--- src/rtl/sfcfm_pkg.sv ---
// shared constants, codes and helper functions of the sensor frame crc filter unit
package sfcfm_pkg;

	localparam int FRAME_BYTES = 8;
	localparam int FRAC_BITS   = 8;
	localparam int DATA_BYTES  = FRAME_BYTES - 2;
	localparam int CNT_W       = $clog2(FRAME_BYTES);

	// bytes 2..5 carry the humidity and the temperature
	localparam int VAL_FIRST = 2;
	localparam int VAL_BYTES = 4;
	localparam int VAL_IDX_W = $clog2(VAL_BYTES);

	localparam int TEMP_W  = 16 + FRAC_BITS;
	localparam int HUM_W   = 17 + FRAC_BITS;
	localparam int ALPHA_W = 9;
	localparam int OUT_W   = 16;

	localparam logic [ALPHA_W-1:0] ALPHA_RESET = ALPHA_W'(77);
	localparam logic [ALPHA_W-1:0] ALPHA_ONE   = ALPHA_W'(256);
	localparam int                 ALPHA_SHIFT = 8;

	localparam logic [15:0] CRC_INIT = 16'hFFFF;
	localparam logic [15:0] CRC_POLY = 16'hA001;

	localparam int ROUND_ADJ = (1 << FRAC_BITS) - 1;

	typedef enum logic [0:0] {
		OP_BYTE      = 1'b0,
		OP_MINMAX_RST = 1'b1
	} op_t;

	typedef enum logic [0:0] {
		ST_GOOD    = 1'b0,
		ST_CRC_ERR = 1'b1
	} status_t;

	// one byte of the reflected modbus crc
	function automatic logic [15:0] crc_byte(input logic [15:0] crc, input logic [7:0] b);
		logic [15:0] c;
		c = crc ^ {8'h00, b};
		for (int k = 0; k < 8; k++) begin
			if (c[0]) begin
				c = (c >> 1) ^ CRC_POLY;
			end else begin
				c = c >> 1;
			end
		end
		return c;
	endfunction

	// signed fixed point to whole tenths, truncated toward zero
	function automatic logic [OUT_W-1:0] temp_tenths(input logic signed [TEMP_W-1:0] v);
		logic signed [TEMP_W-1:0] adj;
		adj = v[TEMP_W-1] ? v + signed'(TEMP_W'(ROUND_ADJ)) : v;
		return OUT_W'(adj >>> FRAC_BITS);
	endfunction

	function automatic logic [OUT_W-1:0] hum_tenths(input logic signed [HUM_W-1:0] v);
		return OUT_W'(v >> FRAC_BITS);
	endfunction

endpackage

--- src/rtl/sensor_frame_crc_filter_minmax_unit.sv ---
// top level: sensor reply frame crc check, low-pass filter and min/max tracking
//
//   channel | signals                               | role
//   --------+---------------------------------------+--------------------------------
//   in      | in_valid, in_ready, opcode,           | one frame byte or a min/max
//           | data_byte, first_byte                 | reset command per transfer
//   out     | out_valid, out_ready, status, temp.., | one result after the last byte
//           | humidity, temp_min/max, hum_min/max   | of each frame
//   cfg     | cfg_we, cfg_wdata                     | filter_alpha write, no wait
//
// one item per cycle while no result stalls on a full output; an item waits in
// the input register, where crc, filter multiply and min/max compare finish,
// and its result is then registered in the output register
// arst_n clears control and tracking state; crc starts at 0xffff, alpha at 77
// a stalled result only holds back the input register when the next item there
// also closes a frame; bytes that produce no result keep flowing
module sensor_frame_crc_filter_minmax_unit (
	input  logic                              clk,
	input  logic                              arst_n,
	input  logic                              in_valid,
	output logic                              in_ready,
	input  logic                              opcode,
	input  logic [7:0]                        data_byte,
	input  logic                              first_byte,
	output logic                              out_valid,
	input  logic                              out_ready,
	output logic                              status,
	output logic [15:0]                       temperature,
	output logic [15:0]                       humidity,
	output logic [15:0]                       temp_min,
	output logic [15:0]                       temp_max,
	output logic [15:0]                       hum_min,
	output logic [15:0]                       hum_max,
	input  logic                              cfg_we,
	input  logic [sfcfm_pkg::ALPHA_W-1:0]     cfg_wdata
);
	import sfcfm_pkg::*;

	// input register
	logic             valid_s1;
	logic             opcode_s1;
	logic [7:0]       data_s1;
	logic             first_s1;

	// block state
	logic [ALPHA_W-1:0]      alpha_q;
	logic [CNT_W-1:0]        count_q;
	logic [15:0]             crc_q;
	logic [7:0]              val_q [VAL_BYTES];
	logic                    have_value_q;
	logic signed [TEMP_W-1:0] ft_q, tlo_q, thi_q;
	logic signed [HUM_W-1:0]  fh_q, hlo_q, hhi_q;
	logic                    out_valid_q;

	// stage logic
	logic             is_byte, is_mm;
	logic [CNT_W-1:0] pos, pos_next;
	logic [15:0]      crc_base, crc_next;
	logic             makes_res, go_s1, fire_s1, res_fire, good;
	logic             store_val;
	logic [VAL_IDX_W-1:0] val_idx;

	logic [14:0]              t_mag;
	logic signed [TEMP_W-1:0] t_mag_f, tx;
	logic signed [HUM_W-1:0]  hx;
	logic [ALPHA_W-1:0]       alpha_sat;
	logic signed [ALPHA_W:0]  alpha_s;
	logic signed [TEMP_W:0]   dt;
	logic signed [HUM_W:0]    dh;
	logic signed [TEMP_W+ALPHA_W+1:0] prod_t;
	logic signed [HUM_W+ALPHA_W+1:0]  prod_h;
	logic signed [TEMP_W-1:0] nft, ntlo, nthi;
	logic signed [HUM_W-1:0]  nfh, nhlo, nhhi;

	assign is_byte = (opcode_s1 == OP_BYTE);
	assign is_mm   = (opcode_s1 == OP_MINMAX_RST);

	// frame position and crc, restarted by the first-byte mark
	assign pos      = first_s1 ? '0 : count_q;
	assign crc_base = first_s1 ? CRC_INIT : crc_q;

	always_comb begin
		if (pos < CNT_W'(DATA_BYTES)) begin
			crc_next = crc_byte(crc_base, data_s1);
		end else if (pos == CNT_W'(DATA_BYTES)) begin
			// received crc low byte folds in; a match leaves it zero
			crc_next = crc_base ^ {8'h00, data_s1};
		end else begin
			crc_next = CRC_INIT;
		end
	end

	assign pos_next  = (pos == CNT_W'(FRAME_BYTES - 1)) ? '0 : pos + CNT_W'(1);
	assign makes_res = is_byte && (pos == CNT_W'(FRAME_BYTES - 1));
	assign good      = (crc_base[7:0] == 8'h00) && (crc_base[15:8] == data_s1);

	// bytes 2..5 are kept for decoding
	assign store_val = (pos >= CNT_W'(VAL_FIRST)) && (pos < CNT_W'(VAL_FIRST + VAL_BYTES));
	assign val_idx   = VAL_IDX_W'(pos - CNT_W'(VAL_FIRST));

	// handshake: stall only when a result is due and the output is still full
	assign go_s1    = !makes_res || !out_valid_q || out_ready;
	assign fire_s1  = valid_s1 && go_s1;
	assign in_ready = !valid_s1 || go_s1;
	assign res_fire = fire_s1 && makes_res;

	// decode: humidity unsigned in bytes 2..3, temperature sign-magnitude in 4..5
	assign hx      = HUM_W'({val_q[0], val_q[1]}) << FRAC_BITS;
	assign t_mag   = {val_q[2][6:0], val_q[3]};
	assign t_mag_f = TEMP_W'(t_mag) << FRAC_BITS;
	assign tx      = val_q[2][7] ? -t_mag_f : t_mag_f;

	// low-pass step, floor division by 256 via arithmetic shift
	assign alpha_sat = (alpha_q > ALPHA_ONE) ? ALPHA_ONE : alpha_q;
	assign alpha_s   = signed'({1'b0, alpha_sat});
	assign dt        = {tx[TEMP_W-1], tx} - {ft_q[TEMP_W-1], ft_q};
	assign dh        = {hx[HUM_W-1], hx} - {fh_q[HUM_W-1], fh_q};
	assign prod_t    = dt * alpha_s;
	assign prod_h    = dh * alpha_s;

	always_comb begin
		if (!have_value_q) begin
			// first good frame loads everything with the sample
			nft  = tx;
			nfh  = hx;
			ntlo = tx;
			nthi = tx;
			nhlo = hx;
			nhhi = hx;
		end else begin
			nft  = ft_q + TEMP_W'(prod_t >>> ALPHA_SHIFT);
			nfh  = fh_q + HUM_W'(prod_h >>> ALPHA_SHIFT);
			ntlo = (nft < tlo_q) ? nft : tlo_q;
			nthi = (nft > thi_q) ? nft : thi_q;
			nhlo = (nfh < hlo_q) ? nfh : hlo_q;
			nhhi = (nfh > hhi_q) ? nfh : hhi_q;
		end
		// bad crc changes nothing
		if (!good) begin
			nft  = ft_q;
			nfh  = fh_q;
			ntlo = tlo_q;
			nthi = thi_q;
			nhlo = hlo_q;
			nhhi = hhi_q;
		end
	end

	// config register
	always_ff @(posedge clk or negedge arst_n) begin
		if (!arst_n) begin
			alpha_q <= ALPHA_RESET;
		end else if (cfg_we) begin
			alpha_q <= cfg_wdata;
		end
	end

	// input register
	always_ff @(posedge clk or negedge arst_n) begin
		if (!arst_n) begin
			valid_s1 <= 1'b0;
		end else if (in_ready) begin
			valid_s1 <= in_valid;
		end
	end

	always_ff @(posedge clk) begin
		if (in_valid && in_ready) begin
			opcode_s1 <= opcode;
			data_s1   <= data_byte;
			first_s1  <= first_byte;
		end
	end

	// frame bytes, no reset
	always_ff @(posedge clk) begin
		if (fire_s1 && is_byte && store_val) begin
			val_q[val_idx] <= data_s1;
		end
	end

	// frame tracking and filter state
	always_ff @(posedge clk or negedge arst_n) begin
		if (!arst_n) begin
			count_q      <= '0;
			crc_q        <= CRC_INIT;
			have_value_q <= 1'b0;
			ft_q         <= '0;
			fh_q         <= '0;
			tlo_q        <= '0;
			thi_q        <= '0;
			hlo_q        <= '0;
			hhi_q        <= '0;
		end else if (fire_s1) begin
			if (is_mm) begin
				tlo_q <= ft_q;
				thi_q <= ft_q;
				hlo_q <= fh_q;
				hhi_q <= fh_q;
			end else begin
				count_q <= pos_next;
				crc_q   <= crc_next;
				if (makes_res && good) begin
					have_value_q <= 1'b1;
					ft_q         <= nft;
					fh_q         <= nfh;
					tlo_q        <= ntlo;
					thi_q        <= nthi;
					hlo_q        <= nhlo;
					hhi_q        <= nhhi;
				end
			end
		end
	end

	// output register
	always_ff @(posedge clk or negedge arst_n) begin
		if (!arst_n) begin
			out_valid_q <= 1'b0;
		end else if (res_fire) begin
			out_valid_q <= 1'b1;
		end else if (out_ready) begin
			out_valid_q <= 1'b0;
		end
	end

	always_ff @(posedge clk) begin
		if (res_fire) begin
			status      <= good ? ST_GOOD : ST_CRC_ERR;
			temperature <= temp_tenths(nft);
			humidity    <= hum_tenths(nfh);
			temp_min    <= temp_tenths(ntlo);
			temp_max    <= temp_tenths(nthi);
			hum_min     <= hum_tenths(nhlo);
			hum_max     <= hum_tenths(nhhi);
		end
	end

	assign out_valid = out_valid_q;

	// once a good frame has been seen the filter never drops back to load mode
	a_have_value_sticky: assert property (@(posedge clk) disable iff (!arst_n)
		have_value_q |=> have_value_q)
		else $error("have_value cleared after a good frame");

	// a frame-closing byte leaving the input register always shows a result next
	a_result_follows: assert property (@(posedge clk) disable iff (!arst_n)
		res_fire |=> out_valid)
		else $error("result lost after last frame byte");

	// filtered temperature stays within its tracked extremes
	a_temp_bounds: assert property (@(posedge clk) disable iff (!arst_n)
		out_valid |-> ($signed(temp_min) <= $signed(temperature)) &&
			($signed(temperature) <= $signed(temp_max)))
		else $error("temperature outside min/max");

	// filtered humidity stays within its tracked extremes
	a_hum_bounds: assert property (@(posedge clk) disable iff (!arst_n)
		out_valid |-> (hum_min <= humidity) && (humidity <= hum_max))
		else $error("humidity outside min/max");

endmodule

--- config.mk ---
export PLATFORM = sky130hd
export DESIGN_NAME = sensor_frame_crc_filter_minmax_unit
export DESIGN_NICKNAME = d
export VERILOG_FILES = /design/src/rtl/sfcfm_pkg.sv /design/src/rtl/sensor_frame_crc_filter_minmax_unit.sv
export SDC_FILE = /design/constraint.sdc
export NUM_CORES = 2
export LEC_CHECK = 0
export ABC_AREA = 0
export ABC_CLOCK_PERIOD_IN_PS = 36700
export BUFFER_PORTS_ARGS = -buffer_cell sky130_fd_sc_hd__buf_2
export CORE_ASPECT_RATIO = 0.6
export CORE_UTILIZATION = 55
export CTS_CLUSTER_DIAMETER = 100
export DETAILED_ROUTE_END_ITERATION = 7
export PLACE_DENSITY = 0.72
export SETUP_SLACK_MARGIN = 0.4
export SLEW_MARGIN = 20
export SYNTH_ARGS = -nofsm -noshare
export SYNTH_HDL_FRONTEND = slang
export SYNTH_SLANG_ARGS = --single-unit
--- constraint.sdc ---
create_clock -name clk -period 36.7 [get_ports clk]
set_input_delay 7.34 -clock clk [delete_from_list [all_inputs] [get_ports clk]]
set_output_delay 7.34 -clock clk [all_outputs]
set_load 0.03 [all_outputs]
==> impl_metrics.yaml <==
worst_setup_path:
  cp.arrival_ns: 16.42
  crit_start: "val_q[3][0]"
  rr_worst_depth: 55
  cp-start-kind: "register"
  r2r_start: "val_q[3][0]"
  crit_required_ns: 37.05
  worstReg2RegEnd: "temp_max[9]"
  path_class: "register to register"
  max_stage_delay_ns: 0.79
  cp-endpoint: "temp_max[9]"
  endpoint_kind: "register"
  timing.reg2reg.setup_slack_ns: 20.63
  cp_slowest_cell: "xnor2_1"
  crit_fanout: 15
power_and_ir_drop:
  finalPower_mw: 3.470
  peakVddDrop_mv: 0.08464
  p_leak_nw: 18.75
  p_int_mw: 1.635
  p_switching_mw: 1.835
  clock_power_share_pct: 10.6
  swShare_pct: 52.89
  seq_power_share_pct: 13.4
  combPwrFrac_pct: 76.0
  p_per_area_nw_per_um2: 87.72
run_status:
  status: "finished clean"
synthesis:
  netlist_instances: 4207
  yosysSeqAreaShare_pct: 23.43
  synth-async-reset-ratio_pct: 56.15
  syn_area_um2: 36940
  yosysWarningCount: 0
  synthDistinctLibCells: 92
  synth-edff-count: 139
  ys.flop_type: "dfrtp_1"
  ys_ff_latch: 317
  synth.avg_cell_area_um2: 8.780
  syn_nets: 4902
detailed_routing:
  first_pass_iters: 7
  drc: 0
  dr.first_iter.drc_count: 3426
  via_per_inst: 6.086
  avgRoutedWirePerCell_um: 21.55
  ant_nets: 0
  routed_wirelength_um: 111000
  num_vias: 31360
sta:
  relSlewSlack_pct: 24.14
  fmax_mhz: 62.24
  slew_viol_final: 0
  worstMarginPinSlew_ns: 1.126
  setup_viol_count_final: 0
  rsz0062_at_grt: "false"
  setup_tns_ns: 0
  period_minus_slack_ns: 16.07
  finalHoldViolations: 0
  finalCritPeriodShare_pct: 43.78
  hold_ws_ns: 0.4912
  finClkSkew_ns: 0.02036
die:
  io_pins: 123
  die_width_um: 336.6
  start_util_pct: 55.71
  num_rows: 73
  die-height_um: 202.7
  die_area_um2: 68240
  fp.coreArea_um2: 66310
final_layout:
  multi_input_area_um2: 25450
  area_growth_pct: 7.076
  drive_gt1_share_pct: 7.951
  num-fill-cells: 5828
  final_cell_mix: "inv_1, nand2_1, nor2_1"
  regArea_um2: 8657
  final_cell_area_um2: 39550
  final_common_cell: "inv_1"
  nets: 4921
global_routing:
  antenna_found_initial: 1
  grt_pass1_vias: 30120
  grtUsageTotal_pct: 32.99
  grt_pass1_wl_um: 175100
  grt_max_degree: 84
  grt-ovfl-total: 0
cts:
  root_buffer: "clkbuf_16"
  cts_resized: 0
  clock_latency_ns: 0.63
  clkSlewWorstSetupHoldPaths_ns: 0.07
  cts_tree: "built"
  clock_sinks: 317
  holdBufCountCts: 0
  cts_buffer_depth: 3
  cts_made_buffers: 31
  cts_setup_buffers: 0
  cts_max_level: 1
placed_design:
  routabilityCongestion: 1.006
  io_buffer_count: 122
  dp_hpwl_um: 85270
  placed_area_um2: 38410
worst_hold_path:
  hold_class: "register to register"
job:
  cap_violations: 0
==> logic make-up after synthesis <==
group / Yosys count / synth area share (%)
compound gates: 928 / 16.34
xor+xnor: 253 / 5.999
fa+ha+maj: 671 / 29.90
buf+inv: 764 / 7.882
flops: 317 / 23.43
mux: 62 / 1.755
simple gates: 1212 / 14.70
==> synth_stat cells (81+ instances only) <==
cell type	instances	area share (%)
inv_1	572	5.8
a21oi_1	216	2.9
nand2_1	446	4.5
edfxtp_1	139	11
clkbuf_1	156	1.6
xor2_1	81	1.9
nor2_1	409	4.2
xnor2_1	172	4.1
ha_1	318	11
fa_1	353	19
o21ai_0	203	2.8
dfrtp_1	158	11
==> state kept, by name, indices dropped and copies added (netlist names), 8 cells and up <==
name and count:
alpha_q 9, temperature 16, crc_q 16, val_q 32, hum_max 16, temp_min 16
thi_q 24, ft_q 24, temp_max 16, fh_q 25, hlo_q 25, hhi_q 25
tlo_q 24, hum_min 16, data_s1 8, humidity 16
==> cell type report <==
type | count | area share, %
antenna | 1 | 0.006327
clock buffer | 37 | 2.044
clock inverter | 21 | 0.8320
inverter | 575 | 5.457
multi-input combinational | 3126 | 64.36
sequential | 317 | 21.89
tap | 900 | 2.847
timing repair buffer | 175 | 2.572
==> power by group through the flow <==
stage               Sequential (mW)  Combinational, mW  Clock, mW
global placement              0.468               2.50          0
finish                        0.464               2.64      0.368
global route                  0.469               2.90      0.384
CTS                           0.463               2.55      0.370
floorplan                     0.457               1.82          0
detailed placement            0.469               2.53          0
==> how the worst min path moves through the flow <==
stage | from | endpoint | slack, ns | depth (start not counted)
after floorplan | hhi_q[1] | hhi_q[1] | 0.45 | 2
after global placement | hhi_q[1] | hhi_q[1] | 0.47 | 2
after detailed placement | crc_q[1] | crc_q[1] | 0.48 | 2
after CTS | crc_q[1] | crc_q[1] | 0.49 | 2
after global routing | crc_q[6] | crc_q[6] | 0.53 | 2
final | crc_q[1] | crc_q[1] | 0.49 | 2
==> critical path: cells and delay by family, from the launching register on <==
kind	cells	cell delay, ns
buffers and inverters	5	0.35
adder cells (fa/ha/maj)	10	4.26
AND/OR/NAND/NOR	15	3.34
XOR/XNOR	3	1.24
flip-flops	1	0.63
AO/OA/AOI/OAI	22	5.94
==> per-stage QoR <==
step / cells / util, % / setup WS (ns)
CTS: 5151 / 59.64 / 21.20
detailed placement: 5093 / 57.92 / 21.24
global placement: 5093 / 57.92 / 21.36
global route: 5151 / 59.64 / 19.79
floorplan: 4207 / - / 21.56
finish: 5152 / 59.65 / 20.63
==> per-layer routing <==
layer	part of all wire [%]	GRT usage, %
met5	0.028	0.3546
met4	2.8	8.474
met3	12	8.863
met2	40	46.17
met1	45	49.90
Power figures use the tool's default switching activity.
